<file path="src/rtl/core/rk4msd_pkg.sv">
// ----------------------------------------------------------------------------
// rk4msd_pkg
// Shared types, control-store layout and microprogram for the RK4
// mass-spring-damper step engine.
// ----------------------------------------------------------------------------
`timescale 1ns / 1ps
`default_nettype none

package rk4msd_pkg;

  localparam int PC_W     = 6;
  localparam int RF_DEPTH = 16;

  typedef enum logic [1:0] {
    CFG_TIME_STEP    = 2'd0,
    CFG_DAMPING      = 2'd1,
    CFG_STIFFNESS    = 2'd2,
    CFG_INVERSE_MASS = 2'd3
  } cfg_idx_t;

  typedef enum logic [2:0] {
    SQ_IDLE,
    SQ_READ,
    SQ_EXEC,
    SQ_WAIT,
    SQ_OUT
  } seq_state_t;

  typedef enum logic [2:0] {
    MS_IDLE,
    MS_MUL,
    MS_DIV,
    MS_FIN,
    MS_NEG
  } mul_state_t;

  typedef enum logic [1:0] {
    OP_ADD,
    OP_SUB,
    OP_MUL,
    OP_END
  } uop_t;

  typedef enum logic [3:0] {
    R_X,
    R_V,
    R_U,
    R_T,
    R_S,
    R_A1,
    R_A2,
    R_A3,
    R_A4,
    R_V2,
    R_V3,
    R_V4,
    R_XA,
    R_SX,
    R_SV
  } reg_id_t;

  typedef enum logic [1:0] {
    C_TS,
    C_DAMP,
    C_STIFF,
    C_IMASS
  } coef_t;

  // half: extra right shift by one; div6: divide by three, then extra shift
  typedef struct packed {
    logic half;
    logic div6;
  } mul_ctl_t;

  typedef struct packed {
    uop_t     op;
    reg_id_t  dst;
    reg_id_t  src_a;
    reg_id_t  src_b;
    coef_t    coef;
    mul_ctl_t mctl;
  } uword_t;

  function automatic uword_t uw(input uop_t op, input reg_id_t dst, input reg_id_t src_a,
                                input reg_id_t src_b, input coef_t coef, input logic half,
                                input logic div6);
    uword_t w;
    w.op        = op;
    w.dst       = dst;
    w.src_a     = src_a;
    w.src_b     = src_b;
    w.coef      = coef;
    w.mctl.half = half;
    w.mctl.div6 = div6;
    return w;
  endfunction

  function automatic uword_t ucode(input logic [PC_W-1:0] pc);
    uword_t w;
    unique case (pc)
      // slope 1
      6'd0:  w = uw(OP_MUL, R_T,  R_V,  R_V,  C_DAMP,  1'b0, 1'b0);
      6'd1:  w = uw(OP_SUB, R_S,  R_U,  R_T,  C_TS,    1'b0, 1'b0);
      6'd2:  w = uw(OP_MUL, R_T,  R_X,  R_X,  C_STIFF, 1'b0, 1'b0);
      6'd3:  w = uw(OP_SUB, R_S,  R_S,  R_T,  C_TS,    1'b0, 1'b0);
      6'd4:  w = uw(OP_MUL, R_A1, R_S,  R_S,  C_IMASS, 1'b0, 1'b0);
      6'd5:  w = uw(OP_MUL, R_T,  R_A1, R_A1, C_TS,    1'b1, 1'b0);
      6'd6:  w = uw(OP_ADD, R_V2, R_V,  R_T,  C_TS,    1'b0, 1'b0);
      6'd7:  w = uw(OP_MUL, R_T,  R_V,  R_V,  C_TS,    1'b1, 1'b0);
      6'd8:  w = uw(OP_ADD, R_XA, R_X,  R_T,  C_TS,    1'b0, 1'b0);
      // slope 2
      6'd9:  w = uw(OP_MUL, R_T,  R_V2, R_V2, C_DAMP,  1'b0, 1'b0);
      6'd10: w = uw(OP_SUB, R_S,  R_U,  R_T,  C_TS,    1'b0, 1'b0);
      6'd11: w = uw(OP_MUL, R_T,  R_XA, R_XA, C_STIFF, 1'b0, 1'b0);
      6'd12: w = uw(OP_SUB, R_S,  R_S,  R_T,  C_TS,    1'b0, 1'b0);
      6'd13: w = uw(OP_MUL, R_A2, R_S,  R_S,  C_IMASS, 1'b0, 1'b0);
      6'd14: w = uw(OP_MUL, R_T,  R_A2, R_A2, C_TS,    1'b1, 1'b0);
      6'd15: w = uw(OP_ADD, R_V3, R_V,  R_T,  C_TS,    1'b0, 1'b0);
      6'd16: w = uw(OP_MUL, R_T,  R_V2, R_V2, C_TS,    1'b1, 1'b0);
      6'd17: w = uw(OP_ADD, R_XA, R_X,  R_T,  C_TS,    1'b0, 1'b0);
      // slope 3
      6'd18: w = uw(OP_MUL, R_T,  R_V3, R_V3, C_DAMP,  1'b0, 1'b0);
      6'd19: w = uw(OP_SUB, R_S,  R_U,  R_T,  C_TS,    1'b0, 1'b0);
      6'd20: w = uw(OP_MUL, R_T,  R_XA, R_XA, C_STIFF, 1'b0, 1'b0);
      6'd21: w = uw(OP_SUB, R_S,  R_S,  R_T,  C_TS,    1'b0, 1'b0);
      6'd22: w = uw(OP_MUL, R_A3, R_S,  R_S,  C_IMASS, 1'b0, 1'b0);
      6'd23: w = uw(OP_MUL, R_T,  R_A3, R_A3, C_TS,    1'b0, 1'b0);
      6'd24: w = uw(OP_ADD, R_V4, R_V,  R_T,  C_TS,    1'b0, 1'b0);
      6'd25: w = uw(OP_MUL, R_T,  R_V3, R_V3, C_TS,    1'b0, 1'b0);
      6'd26: w = uw(OP_ADD, R_XA, R_X,  R_T,  C_TS,    1'b0, 1'b0);
      // slope 4
      6'd27: w = uw(OP_MUL, R_T,  R_V4, R_V4, C_DAMP,  1'b0, 1'b0);
      6'd28: w = uw(OP_SUB, R_S,  R_U,  R_T,  C_TS,    1'b0, 1'b0);
      6'd29: w = uw(OP_MUL, R_T,  R_XA, R_XA, C_STIFF, 1'b0, 1'b0);
      6'd30: w = uw(OP_SUB, R_S,  R_S,  R_T,  C_TS,    1'b0, 1'b0);
      6'd31: w = uw(OP_MUL, R_A4, R_S,  R_S,  C_IMASS, 1'b0, 1'b0);
      // weighted sums
      6'd32: w = uw(OP_ADD, R_T,  R_V2, R_V2, C_TS,    1'b0, 1'b0);
      6'd33: w = uw(OP_ADD, R_SX, R_V,  R_T,  C_TS,    1'b0, 1'b0);
      6'd34: w = uw(OP_ADD, R_T,  R_V3, R_V3, C_TS,    1'b0, 1'b0);
      6'd35: w = uw(OP_ADD, R_SX, R_SX, R_T,  C_TS,    1'b0, 1'b0);
      6'd36: w = uw(OP_ADD, R_SX, R_SX, R_V4, C_TS,    1'b0, 1'b0);
      6'd37: w = uw(OP_ADD, R_T,  R_A2, R_A2, C_TS,    1'b0, 1'b0);
      6'd38: w = uw(OP_ADD, R_SV, R_A1, R_T,  C_TS,    1'b0, 1'b0);
      6'd39: w = uw(OP_ADD, R_T,  R_A3, R_A3, C_TS,    1'b0, 1'b0);
      6'd40: w = uw(OP_ADD, R_SV, R_SV, R_T,  C_TS,    1'b0, 1'b0);
      6'd41: w = uw(OP_ADD, R_SV, R_SV, R_A4, C_TS,    1'b0, 1'b0);
      // state update
      6'd42: w = uw(OP_MUL, R_T,  R_SX, R_SX, C_TS,    1'b0, 1'b1);
      6'd43: w = uw(OP_ADD, R_X,  R_X,  R_T,  C_TS,    1'b0, 1'b0);
      6'd44: w = uw(OP_MUL, R_T,  R_SV, R_SV, C_TS,    1'b0, 1'b1);
      6'd45: w = uw(OP_ADD, R_V,  R_V,  R_T,  C_TS,    1'b0, 1'b0);
      default: w = uw(OP_END, R_T, R_T,  R_T,  C_TS,    1'b0, 1'b0);
    endcase
    return w;
  endfunction

endpackage

`default_nettype wire

</file>
<file path="src/rtl/core/rk4_mass_spring_damper_step.sv">
// ----------------------------------------------------------------------------
// rk4_mass_spring_damper_step
// Each transaction runs a microprogram of 20 products, two with a
// divide-by-3 pass, and 26 sums. in_stall holds off the next transaction
// until the sequencer is idle, and all products share the single
// multiplier. A result may wait in the output register while the next runs.
// Reset: state cleared to zero, registers to defaults, sequencer idle.
// ----------------------------------------------------------------------------
`timescale 1ns / 1ps
`default_nettype none

module rk4_mass_spring_damper_step import rk4msd_pkg::*; #(
  parameter int DATA_WIDTH = 32,
  parameter int FRAC_BITS  = 16
) (
  input  logic               clk,
  input  logic               rst_n,
  input  logic               in_valid,
  output logic               in_stall,
  input  logic signed [31:0] in_control_force,
  output logic               out_valid,
  input  logic               out_stall,
  output logic signed [31:0] out_position_out,
  output logic signed [31:0] out_velocity_out,
  input  logic               cfg_wr_en,
  input  logic [1:0]         cfg_index,
  input  logic [31:0]        cfg_wdata
);

  localparam logic signed [DATA_WIDTH-1:0] SMAX = {1'b0, {(DATA_WIDTH-1){1'b1}}};
  localparam logic signed [DATA_WIDTH-1:0] SMIN = {1'b1, {(DATA_WIDTH-1){1'b0}}};

  seq_state_t state_r, state_nxt;
  logic [PC_W-1:0] pc_r;
  uword_t          uw_cur;

  logic [31:0] time_step_r;
  logic [30:0] damping_r;
  logic [30:0] stiffness_r;
  logic [30:0] inv_mass_r;

  logic signed [DATA_WIDTH-1:0] pos_r;
  logic signed [DATA_WIDTH-1:0] vel_r;
  logic signed [DATA_WIDTH-1:0] u_r;
  logic signed [DATA_WIDTH-1:0] rf_mem [RF_DEPTH];
  logic signed [DATA_WIDTH-1:0] mem_a_r;
  logic signed [DATA_WIDTH-1:0] mem_b_r;

  logic                         out_valid_r;
  logic signed [31:0]           out_pos_r;
  logic signed [31:0]           out_vel_r;

  logic                         in_acc;
  logic                         mul_start;
  logic                         wr_en;
  logic                         out_load;
  logic                         mul_done;
  logic signed [DATA_WIDTH-1:0] mul_res;
  logic signed [DATA_WIDTH-1:0] opa;
  logic signed [DATA_WIDTH-1:0] opb;
  logic [31:0]                  coef;
  logic [DATA_WIDTH:0]          sum_w;
  logic signed [DATA_WIDTH-1:0] alu_res;
  logic signed [DATA_WIDTH-1:0] wdata;
  logic signed [DATA_WIDTH-1:0] u_dw;
  logic signed [31:0]           pos_o;
  logic signed [31:0]           vel_o;

  assign uw_cur = ucode(pc_r);

  // force into state width, state into port width
  if (DATA_WIDTH < 32) begin : g_usat
    localparam logic signed [31:0] U_MAX = 32'((64'sd1 <<< (DATA_WIDTH - 1)) - 64'sd1);
    localparam logic signed [31:0] U_MIN = -U_MAX - 32'sd1;
    assign u_dw = (in_control_force > U_MAX) ? DATA_WIDTH'(U_MAX) :
                  (in_control_force < U_MIN) ? DATA_WIDTH'(U_MIN) :
                  DATA_WIDTH'(in_control_force);
  end else begin : g_uext
    assign u_dw = DATA_WIDTH'(in_control_force);
  end

  if (DATA_WIDTH > 32) begin : g_osat
    localparam logic signed [DATA_WIDTH-1:0] O_MAX = DATA_WIDTH'(32'sh7FFF_FFFF);
    localparam logic signed [DATA_WIDTH-1:0] O_MIN = DATA_WIDTH'(32'sh8000_0000);
    assign pos_o = (pos_r > O_MAX) ? 32'sh7FFF_FFFF :
                   (pos_r < O_MIN) ? 32'sh8000_0000 : pos_r[31:0];
    assign vel_o = (vel_r > O_MAX) ? 32'sh7FFF_FFFF :
                   (vel_r < O_MIN) ? 32'sh8000_0000 : vel_r[31:0];
  end else begin : g_oext
    assign pos_o = 32'(pos_r);
    assign vel_o = 32'(vel_r);
  end

  // operand select
  always_comb begin
    unique case (uw_cur.src_a)
      R_X:     opa = pos_r;
      R_V:     opa = vel_r;
      R_U:     opa = u_r;
      default: opa = mem_a_r;
    endcase
    unique case (uw_cur.src_b)
      R_X:     opb = pos_r;
      R_V:     opb = vel_r;
      R_U:     opb = u_r;
      default: opb = mem_b_r;
    endcase
    unique case (uw_cur.coef)
      C_TS:    coef = time_step_r;
      C_DAMP:  coef = {1'b0, damping_r};
      C_STIFF: coef = {1'b0, stiffness_r};
      C_IMASS: coef = {1'b0, inv_mass_r};
      default: coef = time_step_r;
    endcase
  end

  // saturating add / subtract
  always_comb begin
    if (uw_cur.op == OP_SUB) begin
      sum_w = {opa[DATA_WIDTH-1], opa} - {opb[DATA_WIDTH-1], opb};
    end else begin
      sum_w = {opa[DATA_WIDTH-1], opa} + {opb[DATA_WIDTH-1], opb};
    end
    if (sum_w[DATA_WIDTH] != sum_w[DATA_WIDTH-1]) begin
      alu_res = sum_w[DATA_WIDTH] ? SMIN : SMAX;
    end else begin
      alu_res = signed'(sum_w[DATA_WIDTH-1:0]);
    end
  end

  rk4msd_mulq #(
    .DATA_WIDTH (DATA_WIDTH),
    .FRAC_BITS  (FRAC_BITS)
  ) u_mulq (
    .clk    (clk),
    .rst_n  (rst_n),
    .start  (mul_start),
    .op_a   (opa),
    .coef   (coef),
    .ctl    (uw_cur.mctl),
    .done   (mul_done),
    .result (mul_res)
  );

  // sequencer next state
  always_comb begin
    state_nxt = state_r;
    unique case (state_r)
      SQ_IDLE: if (in_valid) state_nxt = SQ_READ;
      SQ_READ: state_nxt = (uw_cur.op == OP_END) ? SQ_OUT : SQ_EXEC;
      SQ_EXEC: state_nxt = (uw_cur.op == OP_MUL) ? SQ_WAIT : SQ_READ;
      SQ_WAIT: if (mul_done) state_nxt = SQ_READ;
      SQ_OUT:  if (!out_valid_r || !out_stall) state_nxt = SQ_IDLE;
      default: state_nxt = SQ_IDLE;
    endcase
  end

  // sequencer outputs
  always_comb begin
    in_stall  = (state_r != SQ_IDLE);
    in_acc    = (state_r == SQ_IDLE) && in_valid;
    mul_start = (state_r == SQ_EXEC) && (uw_cur.op == OP_MUL);
    wr_en     = ((state_r == SQ_EXEC) && (uw_cur.op != OP_MUL)) ||
                ((state_r == SQ_WAIT) && mul_done);
    out_load  = (state_r == SQ_OUT) && (!out_valid_r || !out_stall);
    wdata     = (state_r == SQ_WAIT) ? mul_res : alu_res;
  end

  always_ff @(posedge clk) begin
    if (!rst_n) begin
      state_r     <= SQ_IDLE;
      pc_r        <= '0;
      pos_r       <= '0;
      vel_r       <= '0;
      out_valid_r <= 1'b0;
    end else begin
      state_r <= state_nxt;
      if (in_acc) begin
        pc_r <= '0;
      end else if (wr_en) begin
        pc_r <= pc_r + PC_W'(1);
      end
      if (wr_en && uw_cur.dst == R_X) pos_r <= wdata;
      if (wr_en && uw_cur.dst == R_V) vel_r <= wdata;
      if (out_load) begin
        out_valid_r <= 1'b1;
      end else if (!out_stall) begin
        out_valid_r <= 1'b0;
      end
    end
  end

  always_ff @(posedge clk) begin
    if (!rst_n) begin
      time_step_r <= 32'd655;
      damping_r   <= 31'd65536;
      stiffness_r <= 31'd65536;
      inv_mass_r  <= 31'd65536;
    end else if (cfg_wr_en) begin
      unique case (cfg_idx_t'(cfg_index))
        CFG_TIME_STEP:    time_step_r <= cfg_wdata;
        CFG_DAMPING:      damping_r   <= cfg_wdata[30:0];
        CFG_STIFFNESS:    stiffness_r <= cfg_wdata[30:0];
        CFG_INVERSE_MASS: inv_mass_r  <= cfg_wdata[30:0];
        default: ;
      endcase
    end
  end

  // scratch register file
  always_ff @(posedge clk) begin
    if (wr_en) rf_mem[uw_cur.dst] <= wdata;
    mem_a_r <= rf_mem[uw_cur.src_a];
    mem_b_r <= rf_mem[uw_cur.src_b];
  end

  always_ff @(posedge clk) begin
    if (in_acc) u_r <= u_dw;
    if (out_load) begin
      out_pos_r <= pos_o;
      out_vel_r <= vel_o;
    end
  end

  assign out_valid        = out_valid_r;
  assign out_position_out = out_pos_r;
  assign out_velocity_out = out_vel_r;

endmodule

`default_nettype wire

</file>
<file path="src/rtl/core/rk4msd_mulq.sv">
// ----------------------------------------------------------------------------
// rk4msd_mulq
// Multi-cycle scaled multiplier: floor(a * c / (d * 2^sh)) saturated to
// DATA_WIDTH bits, d = 1, 2 or 6. 32x32 partial products, radix-256 divide by 3.
// ----------------------------------------------------------------------------
`timescale 1ns / 1ps
`default_nettype none

module rk4msd_mulq import rk4msd_pkg::*; #(
  parameter int DATA_WIDTH = 32,
  parameter int FRAC_BITS  = 16
) (
  input  logic                         clk,
  input  logic                         rst_n,
  input  logic                         start,
  input  logic signed [DATA_WIDTH-1:0] op_a,
  input  logic [31:0]                  coef,
  input  mul_ctl_t                     ctl,
  output logic                         done,
  output logic signed [DATA_WIDTH-1:0] result
);

  localparam int NL    = (DATA_WIDTH + 31) / 32;
  localparam int MW    = NL * 32;
  localparam int PW    = MW + 32;
  localparam int ND    = PW / 8;
  localparam int CNT_W = $clog2(ND);

  localparam logic [PW-1:0] LIM_NEG = PW'(1) << (DATA_WIDTH - 1);
  localparam logic [PW-1:0] LIM_POS = LIM_NEG - PW'(1);

  mul_state_t state_r, state_nxt;

  logic [MW-1:0]         m_r;
  logic [31:0]           c_r;
  logic                  neg_r;
  mul_ctl_t              ctl_r;
  logic [PW-1:0]         acc_r;
  logic [1:0]            rem3_r;
  logic [CNT_W-1:0]      cnt_r;
  logic [DATA_WIDTH-1:0] q_r;
  logic                  inc_r;

  logic [DATA_WIDTH-1:0] a_mag;
  logic [63:0]           pp;
  logic [PW-1:0]         mul_acc;
  logic [7:0]            qd;
  logic [1:0]            div_rem;
  logic [PW-1:0]         div_acc;
  logic [PW-1:0]         qmag;
  logic [PW-1:0]         lim;
  logic                  low_nz;
  logic                  rem_any;
  logic [DATA_WIDTH-1:0] mag;
  logic                  mul_last;
  logic                  div_last;

  assign a_mag    = op_a[DATA_WIDTH-1] ? (unsigned'(~op_a) + DATA_WIDTH'(1)) : unsigned'(op_a);
  assign pp       = 64'(m_r[MW-1 -: 32]) * 64'(c_r);
  assign mul_acc  = (acc_r << 32) + PW'(pp);
  assign mul_last = (cnt_r == CNT_W'(NL - 1));
  assign div_last = (cnt_r == CNT_W'(ND - 1));

  // eight radix-2 steps of division by three, MSB first
  always_comb begin
    logic [2:0] t;
    logic [1:0] r;
    r  = rem3_r;
    qd = '0;
    for (int i = 0; i < 8; i++) begin
      t = {r, acc_r[PW-1-i]};
      if (t >= 3'd3) begin
        qd[7-i] = 1'b1;
        r       = 2'(t - 3'd3);
      end else begin
        r       = t[1:0];
      end
    end
    div_rem = r;
  end

  assign div_acc = {acc_r[PW-9:0], qd};

  always_comb begin
    if (ctl_r.half || ctl_r.div6) begin
      qmag   = acc_r >> (FRAC_BITS + 1);
      low_nz = |acc_r[FRAC_BITS:0];
    end else begin
      qmag   = acc_r >> FRAC_BITS;
      low_nz = |acc_r[FRAC_BITS-1:0];
    end
  end

  assign lim     = neg_r ? LIM_NEG : LIM_POS;
  assign rem_any = (rem3_r != 2'd0) || low_nz;
  assign mag     = q_r + DATA_WIDTH'(inc_r);

  always_comb begin
    state_nxt = state_r;
    unique case (state_r)
      MS_IDLE: if (start) state_nxt = MS_MUL;
      MS_MUL: begin
        if (mul_last) state_nxt = ctl_r.div6 ? MS_DIV : MS_FIN;
      end
      MS_DIV: if (div_last) state_nxt = MS_FIN;
      MS_FIN: state_nxt = MS_NEG;
      MS_NEG: state_nxt = MS_IDLE;
      default: state_nxt = MS_IDLE;
    endcase
  end

  always_comb begin
    done   = (state_r == MS_NEG);
    result = neg_r ? signed'(~mag + DATA_WIDTH'(1)) : signed'(mag);
  end

  always_ff @(posedge clk) begin
    if (!rst_n) begin
      state_r <= MS_IDLE;
      cnt_r   <= '0;
    end else begin
      state_r <= state_nxt;
      if ((state_r == MS_MUL && mul_last) || (state_r == MS_DIV && div_last) ||
          state_r == MS_IDLE) begin
        cnt_r <= '0;
      end else if (state_r == MS_MUL || state_r == MS_DIV) begin
        cnt_r <= cnt_r + CNT_W'(1);
      end
    end
  end

  always_ff @(posedge clk) begin
    unique case (state_r)
      MS_IDLE: begin
        if (start) begin
          m_r    <= MW'(a_mag);
          c_r    <= coef;
          neg_r  <= op_a[DATA_WIDTH-1];
          ctl_r  <= ctl;
          acc_r  <= '0;
          rem3_r <= 2'd0;
        end
      end
      MS_MUL: begin
        acc_r <= mul_acc;
        m_r   <= m_r << 32;
      end
      MS_DIV: begin
        acc_r  <= div_acc;
        rem3_r <= div_rem;
      end
      MS_FIN: begin
        q_r   <= (qmag > lim) ? lim[DATA_WIDTH-1:0] : qmag[DATA_WIDTH-1:0];
        inc_r <= neg_r && rem_any && (qmag < lim);
      end
      default: ;
    endcase
  end

endmodule

`default_nettype wire
</file>
<file path="config.mk">
export PLATFORM = sky130hd
export DESIGN_NAME = rk4_mass_spring_damper_step
export DESIGN_NICKNAME = d
export VERILOG_FILES = /design/src/rtl/core/rk4msd_pkg.sv /design/src/rtl/core/rk4_mass_spring_damper_step.sv /design/src/rtl/core/rk4msd_mulq.sv
export SDC_FILE = /design/constraint.sdc
export NUM_CORES = 2
export LEC_CHECK = 0
export BUFFER_PORTS_ARGS = -buffer_cell sky130_fd_sc_hd__buf_2
export CAP_MARGIN = 30
export CORE_ASPECT_RATIO = 2
export CORE_UTILIZATION = 65
export DETAILED_ROUTE_END_ITERATION = 7
export GPL_TIMING_DRIVEN = 1
export PLACE_DENSITY = 0.82
export RECOVER_POWER = 50
export REMOVE_ABC_BUFFERS = 1
export SETUP_SLACK_MARGIN = 0.5
export SYNTH_ARGS = -nofsm -noshare
export SYNTH_HDL_FRONTEND = slang
export SYNTH_SLANG_ARGS = --single-unit
</file>
<file path="constraint.sdc">
create_clock -name clk -period 8.6 [get_ports clk]
set_clock_uncertainty 0.05 [all_clocks]
set_input_delay 0.86 -clock clk [delete_from_list [all_inputs] [get_ports clk]]
set_output_delay 0.86 -clock clk [all_outputs]
set_load 0.02 [all_outputs]
</file>
## Yosys cells after proc, flatten, opt, wreduce, memory -nomap -nowiden

Memories as Yosys holds them, arrays and structs flattened. A register that Yosys moved wholly into a read port is not among the register bits.
Cells that the tools add are included.
W data, S select, Z words.

- Bits in registers: 467
- Output and inout bits: 66
- Memories: 2
- Word-level logic and storage cells: 186
- Input bits: 71
- Bits in read-only memories: 1152
- Bits in writable memories: 512
- Latch bits: 0

Memories:

| memory | words | width | rd ports | clocked after Yosys merged registers in | wr ports | line | source |
|---|---|---|---|---|---|---|---|
| (no name shown) | 64 | 18 | 1 | 1 | 0 | rk4msd_pkg.sv:100 | `unique case (pc)` |
| rf_mem | 16 | 32 | 2 | 2 | 1 | rk4_mass_spring_damper_step.sv:45 | `logic signed [DATA_WIDTH-1:0] rf_mem [RF_DEPTH];` |

- Multiplexer cells: 52
- Multiply operators: 1
- Div/mod/pow operators: 0
- Magnitude comparators: 10
- Reduce and logical (&&, ||, !) cells: 47
- Shifts and indexed selects: 0
- Equality and inequality tests: 32
- Add/subtract/negate cells: 16
- Bitwise gates (word level): 3

Operators by type and width:

| cell | count |
|---|---|
| $mux W32 | 8 |
| $pmux W32 S3 | 2 |
| $pmux W64 S3 | 1 |
| $pmux W32 S4 | 1 |
| $add A32 B1 Y32 const B | 2 |
| $add A64 B64 Y64 | 1 |
| $gt A48 B64 Y1 | 1 |
| $lt A48 B64 Y1 | 1 |
| $mul A32 B32 Y64 | 1 |
| $mux W64 | 1 |
| $not A32 Y32 | 2 |
| $pmux W32 S2 | 1 |
| $mux W48 | 1 |
| $add A32 B32 Y33 | 1 |
| $mux W33 | 1 |
| $sub A32 B32 Y33 | 1 |
| $add A32 B1 Y32 | 1 |
| $ge A3 B2 Y1 const B | 8 |
| $mux W3 | 7 |
| $mux W2 | 10 |
| $reduce_or A17 Y1 | 1 |
| $reduce_and A2 Y1 | 8 |
| $reduce_or A16 Y1 | 1 |
| $sub A2 B2 Y2 const B | 8 |
| other kinds (28) | 91 |

## Longest topological paths before layout

- Depth in word-level cells: 17
- Gate-level depth with buffers: 36

## Hierarchy

Synthesis repeated with hierarchy kept, for this count alone.

- Cells, all modules: 7949
- Area total of the unflattened synthesis: 86078.8 um^2

Modules (own cells, without submodules):

| module | times used | sequential area each (um^2) | area each (um^2) | cells each |
|---|---|---|---|---|
| rk4msd_mulq | 1 | 5104.9 | 44194.9 | 4878 |
| rk4_mass_spring_damper_step | 1 | 23882.9 | 41883.9 | 3071 |

## Least setup slack after synthesis

Ideal clock, no wire load.

- Kind: register to register
- From: reg u_mulq.c_r[17]
- To: reg u_mulq.acc_r[60] (data pin)
- Period minus slack after synthesis: 7703 ps
- Cell stages (with the launch flop): 31
- Library setup time: 256 ps
- Path buffers: 2
- Data arrival time: 7397 ps
- Path slack: 897 ps
- Data required time: 8294 ps
- Path through: edfxtp_1 > clkbuf_1 > nand2_1 > fa_1 > inv_1 > fa_1 > inv_1 > fa_1 > inv_1 > fa_1 > inv_1 > fa_1 > inv_1 > fa_1 > fa_1 > inv_1 > fa_1 > inv_1 > ha_1 > clkbuf_1 > o21a_1 > o21a_1 > o21a_1 > or3b_2 > a21boi_0 > a31oi_1 > a22o_1 > nor3_1 > o41ai_1 > xor2_1 > a22o_1

- Cells in the longest elaborated chain, start to end: 3

RTL lines:

| what | line | source |
|---|---|---|
| start, declared | rk4msd_mulq.sv:35 | `logic [31:0] c_r;` |
| start signal, assigned | rk4msd_mulq.sv:137 | `c_r <= coef;` |
| $mul A32 B32 Y64 | rk4msd_mulq.sv:59 | `assign pp = 64'(m_r[MW-1 -: 32]) * 64'(c_r);` |
| $add A64 B64 Y64 | rk4msd_mulq.sv:60 | `assign mul_acc = (acc_r << 32) + PW'(pp);` |
| $pmux W64 S3 | rk4msd_mulq.sv:133 | `unique case (state_r)` |
| end signal, assigned | rk4msd_mulq.sv:145 | `acc_r <= mul_acc;` |
| end signal, assigned | rk4msd_mulq.sv:149 | `acc_r <= div_acc;` |
| end, declared | rk4msd_mulq.sv:38 | `logic [PW-1:0] acc_r;` |

No other way between the ends.
A chain may end at the register's enable or synchronous reset.

## Worst setup path in the final report

- From: reg u_mulq.m_r[12]
- To: reg u_mulq.acc_r[52] (data pin)

- Cells in the longest elaborated chain, start to end: 3

RTL lines:

| what | line | source |
|---|---|---|
| start, declared | rk4msd_mulq.sv:34 | `logic [MW-1:0] m_r;` |
| start signal, assigned | rk4msd_mulq.sv:136 | `m_r <= MW'(a_mag);` |
| start signal, assigned | rk4msd_mulq.sv:146 | `m_r <= m_r << 32;` |
| $mul A32 B32 Y64 | rk4msd_mulq.sv:59 |  |
| $add A64 B64 Y64 | rk4msd_mulq.sv:60 |  |
| $pmux W64 S3 | rk4msd_mulq.sv:133 |  |

No other way between the ends.

==> reports/metrics.csv <==
stage,metric,value,unit
status,outcome,"complete, but fails checks",
status,failing checks,"DRC, capacitance limit, slew limit",
grt,first-pass GRT wire length,417000,µm
cells_and_area,area occupied by multi-input gates,51700,µm²
critical_path,CP arrival,8.56,ns
worst_hold_path,worst hold path stage count,1,
die,die height,517,µm
grt,number of antenna violations at the first check in global routing,21,
drt,DRC errors left,4,
die,Starting Density,0.655,
drt,WL/cell,30.0,µm
placed_design,placed cell area,89600,µm²
synthesis,register area share after synthesis,0.337,
synthesis,Netlist Area Pre-Place,86000,µm²
synthesis,cell count after synthesis,7943,
cells_and_area,layout cell share with drive strength beyond 1,0.153,
timing,relative slew slack,-1.81,
cts,clock root buffer,clkbuf_16,
critical_path,"Req. time, crit path",8.97,ns
grt,Tot GR Track Use,0.425,
drt,Detail Route Antenna Nets,0,
cts,TritonCTS clock tree,built,
timing,RSZ-0062 raised after global routing,true,
timing,worst slew pin tran,4.21,ns
grt,largest net degree at the start of global routing,110,
critical_path,Crit. End Element,flip-flop,
drt,met3 routed WL,32900,µm
timing,final hold violation count,0,
synthesis,Synth Area per Inst,10.8,µm²
placed_design,dpl cells,9563,
critical_path,maximum fanout along the worst path,10,
critical_path,FF-to-FF setup slack,0.41,ns
cells_and_area,most frequent cells in the layout,"nand2_1 (1,280), inv_1 (1,148), fa_1 (906), edfxtp_1 (774), a21oi_1 (380)",
cells_and_area,synthesis-to-finish area growth,10.7,%
drt,Met2 Wirelength,141000,µm
critical_path,highest-delay cell along the critical path,fa_1,
job,Max Cap Viol,27,
cts,H-tree levels,3,
cells_and_area,Final Net Count,9461,
grt,GRT overflow,0,
drt,Iter 0 DRT Violations,7100,
worst_hold_path,Worst Hold Launch,in_control_force[30],
placed_design,post-DP HPWL,200000,µm
critical_path,Crit Path Category,flip-flop to flip-flop,
worst_hold_path,Worst Hold Class,primary input to flip-flop,
critical_path,R2R cell count,27,
timing,Tmin final,8.19,ns
critical_path,max incr delay on CP,0.57,ns
drt,DRT Pass-1 Iters,8,
cells_and_area,"most common cell after layout, fill and taps aside",nand2_1,
worst_hold_path,hold endpoint,u_r[30]$_DFFE_PP_,
timing,Final setup viols,0,
synthesis,Ys Warns,0,
cts,clk_lat worst skew,0.77,ns
drt,met1 WL,80900,µm
cells_and_area,Non-Filler Instances,9892,
timing,maximum clock frequency,122,MHz
cells_and_area,Finished Cell Area,95200,µm²
synthesis,number of synthesized flops with an enable pin,774,
drt,via-per-instance ratio,6.79,
placed_design,RD Place Congestion,1.03,
synthesis,"FF+latch count, synth",1061,
drt,Routed WL,296000,µm
drt,DR vias,67200,
critical_path,RR Startpoint,u_mulq.m_r[12]$_SDFFCE_PP0P_,
synthesis,Synth Flop Type,edfxtp_1,
cells_and_area,max FFs per register,512,
die,Core ar.,131000,µm²
cells_and_area,largest registers,"rf_mem x512, u_mulq.acc_r x64",
timing,"Slew Viols, Final",1030,
cells_and_area,Biggest register,rf_mem,
cts,CTS Sinks,1061,
critical_path,r2r endpoint,u_mulq.acc_r[52]$_DFFE_PP_,
drt,Top Layer Used,met5,
placed_design,IO buf count,136,
die,die area,134000,µm²
die,Ports,137,
cts,"Clk pin slew, worst setup/hold paths",0.08,ns
cells_and_area,Fillers,8581,
synthesis,Post-synth ARST share,0,
critical_path,CP startpoint kind,flip-flop,
cells_and_area,Sequential Area,29000,µm²
cts,total CTS buffers,90,
critical_path,most frequent CP cell,fa_1,
die,placement row count,188,
cts,CTS Buffer Depth,3,
timing,final period utilization,0.952,
synthesis,Unique masters post-synth,105,
critical_path,Worst setup startpoint,u_mulq.m_r[12]$_SDFFCE_PP0P_,
grt,number of global-route vias before repair,70400,
die,Horiz. Die Dim,259,µm
-- how the worst max path moves through the flow --
stage	end	slack, ns	depth (start not counted)
2_1_floorplan	vel_o[11]$_SDFFE_PN0P_	-4.84	22
6_report	u_mulq.acc_r[52]$_DFFE_PP_	0.41	27
4_1_cts	u_mulq.acc_r[62]$_DFFE_PP_	0.40	30
3_3_place_gp	u_mulq.acc_r[62]$_DFFE_PP_	0.34	30
3_5_place_dp	u_mulq.acc_r[0]$_DFFE_PP_	0.20	34
5_1_grt	u_mulq.acc_r[58]$_DFFE_PP_	0.22	28
-- per-stage QoR --
step	hold WS, ns	setup slack, ns	TNS, ns	utilization
2_1_floorplan	0.336	-4.84	-2773.90	-
3_3_place_gp	0.341	0.342	0	0.682
3_5_place_dp	0.349	0.195	0	0.683
4_1_cts	0.230	0.402	0	0.712
5_1_grt	0.226	0.222	0	0.725
6_report	0.244	0.411	0	0.726
-- cells in the mapped netlist (all sizes together), types with 14 or more instances --
master | n | share of area
mux2 | 88 | 0.012
fa | 929 | 0.22
mux4 | 353 | 0.092
a21oi | 400 | 0.023
clkbuf | 390 | 0.017
o211ai | 18 | 0.0016
o22ai | 81 | 0.0061
edfxtp | 774 | 0.27
nand4 | 41 | 0.0030
xor2 | 91 | 0.0093
o21ai | 234 | 0.014
nor4 | 20 | 0.0017
nand2b | 36 | 0.0026
dfxtp | 287 | 0.067
or2 | 14 | 0.0010
nor2 | 230 | 0.010
buf | 89 | 0.0049
and3 | 36 | 0.0026
nand3 | 82 | 0.0048
inv | 1162 | 0.051
or3 | 21 | 0.0015
nor2b | 38 | 0.0028
nor3 | 51 | 0.0031
a31oi | 48 | 0.0035
and2 | 244 | 0.018
a21o | 76 | 0.0066
nand2 | 1291 | 0.056
ha | 365 | 0.053
o21a | 21 | 0.0018
a211oi | 28 | 0.0024
xnor2 | 120 | 0.012
mux2i | 17 | 0.0020
o31ai | 29 | 0.0025
nor3b | 19 | 0.0017
-- kinds of logic (layout without fill, tap and decap cells) --
| family | count (synthesis) | in the layout | synth area share |
|---|---|---|---|
| compound gates | 1092 | 1092 | 0.0783 |
| xor+xnor | 211 | 211 | 0.0215 |
| fa+ha+maj | 1298 | 1298 | 0.270 |
| buf+inv | 1643 | 1873 | 0.0727 |
| flops | 1061 | 1061 | 0.337 |
| mux | 458 | 458 | 0.106 |
| other cells | 0 | 9 | 0 |
| simple gates | 2180 | 2180 | 0.115 |
-- repair_timing --
item / in CTS / in global routing
hold buffers: 0 / 0
gates resized for setup: 59 / 151
buffers inserted: 16 / 107
setup endpoints to repair: 17 / 27
cloned: 5 / 21
pin swaps: 26 / 89
-- worst max-delay path: cells and delay by family, from the launching register on --
| kind | cells | cell delay [ns] |
|---|---|---|
| AOI/OAI and AO/OA | 7 | 1.26 |
| adders and majority gates | 9 | 4.28 |
| buffers and inverters | 8 | 1.05 |
| DFF | 1 | 0.49 |
| and+or+nand+nor | 3 | 0.76 |
-- routing by layer --
metal / global-route usage / vias to the layer above
li1: - / 27000
met4: 0.432 / 20
met2: 0.716 / 5300
met3: 0.0926 / 2210
met5: 0 / -
met1: 0.423 / 32700
-- layout make-up --
class                   instances  share of cell area
diodes                          9            0.000236
clock buffers                 119              0.0262
clock inverters                50             0.00745
inverters                    1164              0.0459
multi-input cells            5239               0.543
flip-flops and latches       1061               0.305
well taps                    1710              0.0225
repair buffers                540              0.0503
Power is not shown: default switching activity piles up to over one toggle a cycle in this logic, so the estimate is an artifact.
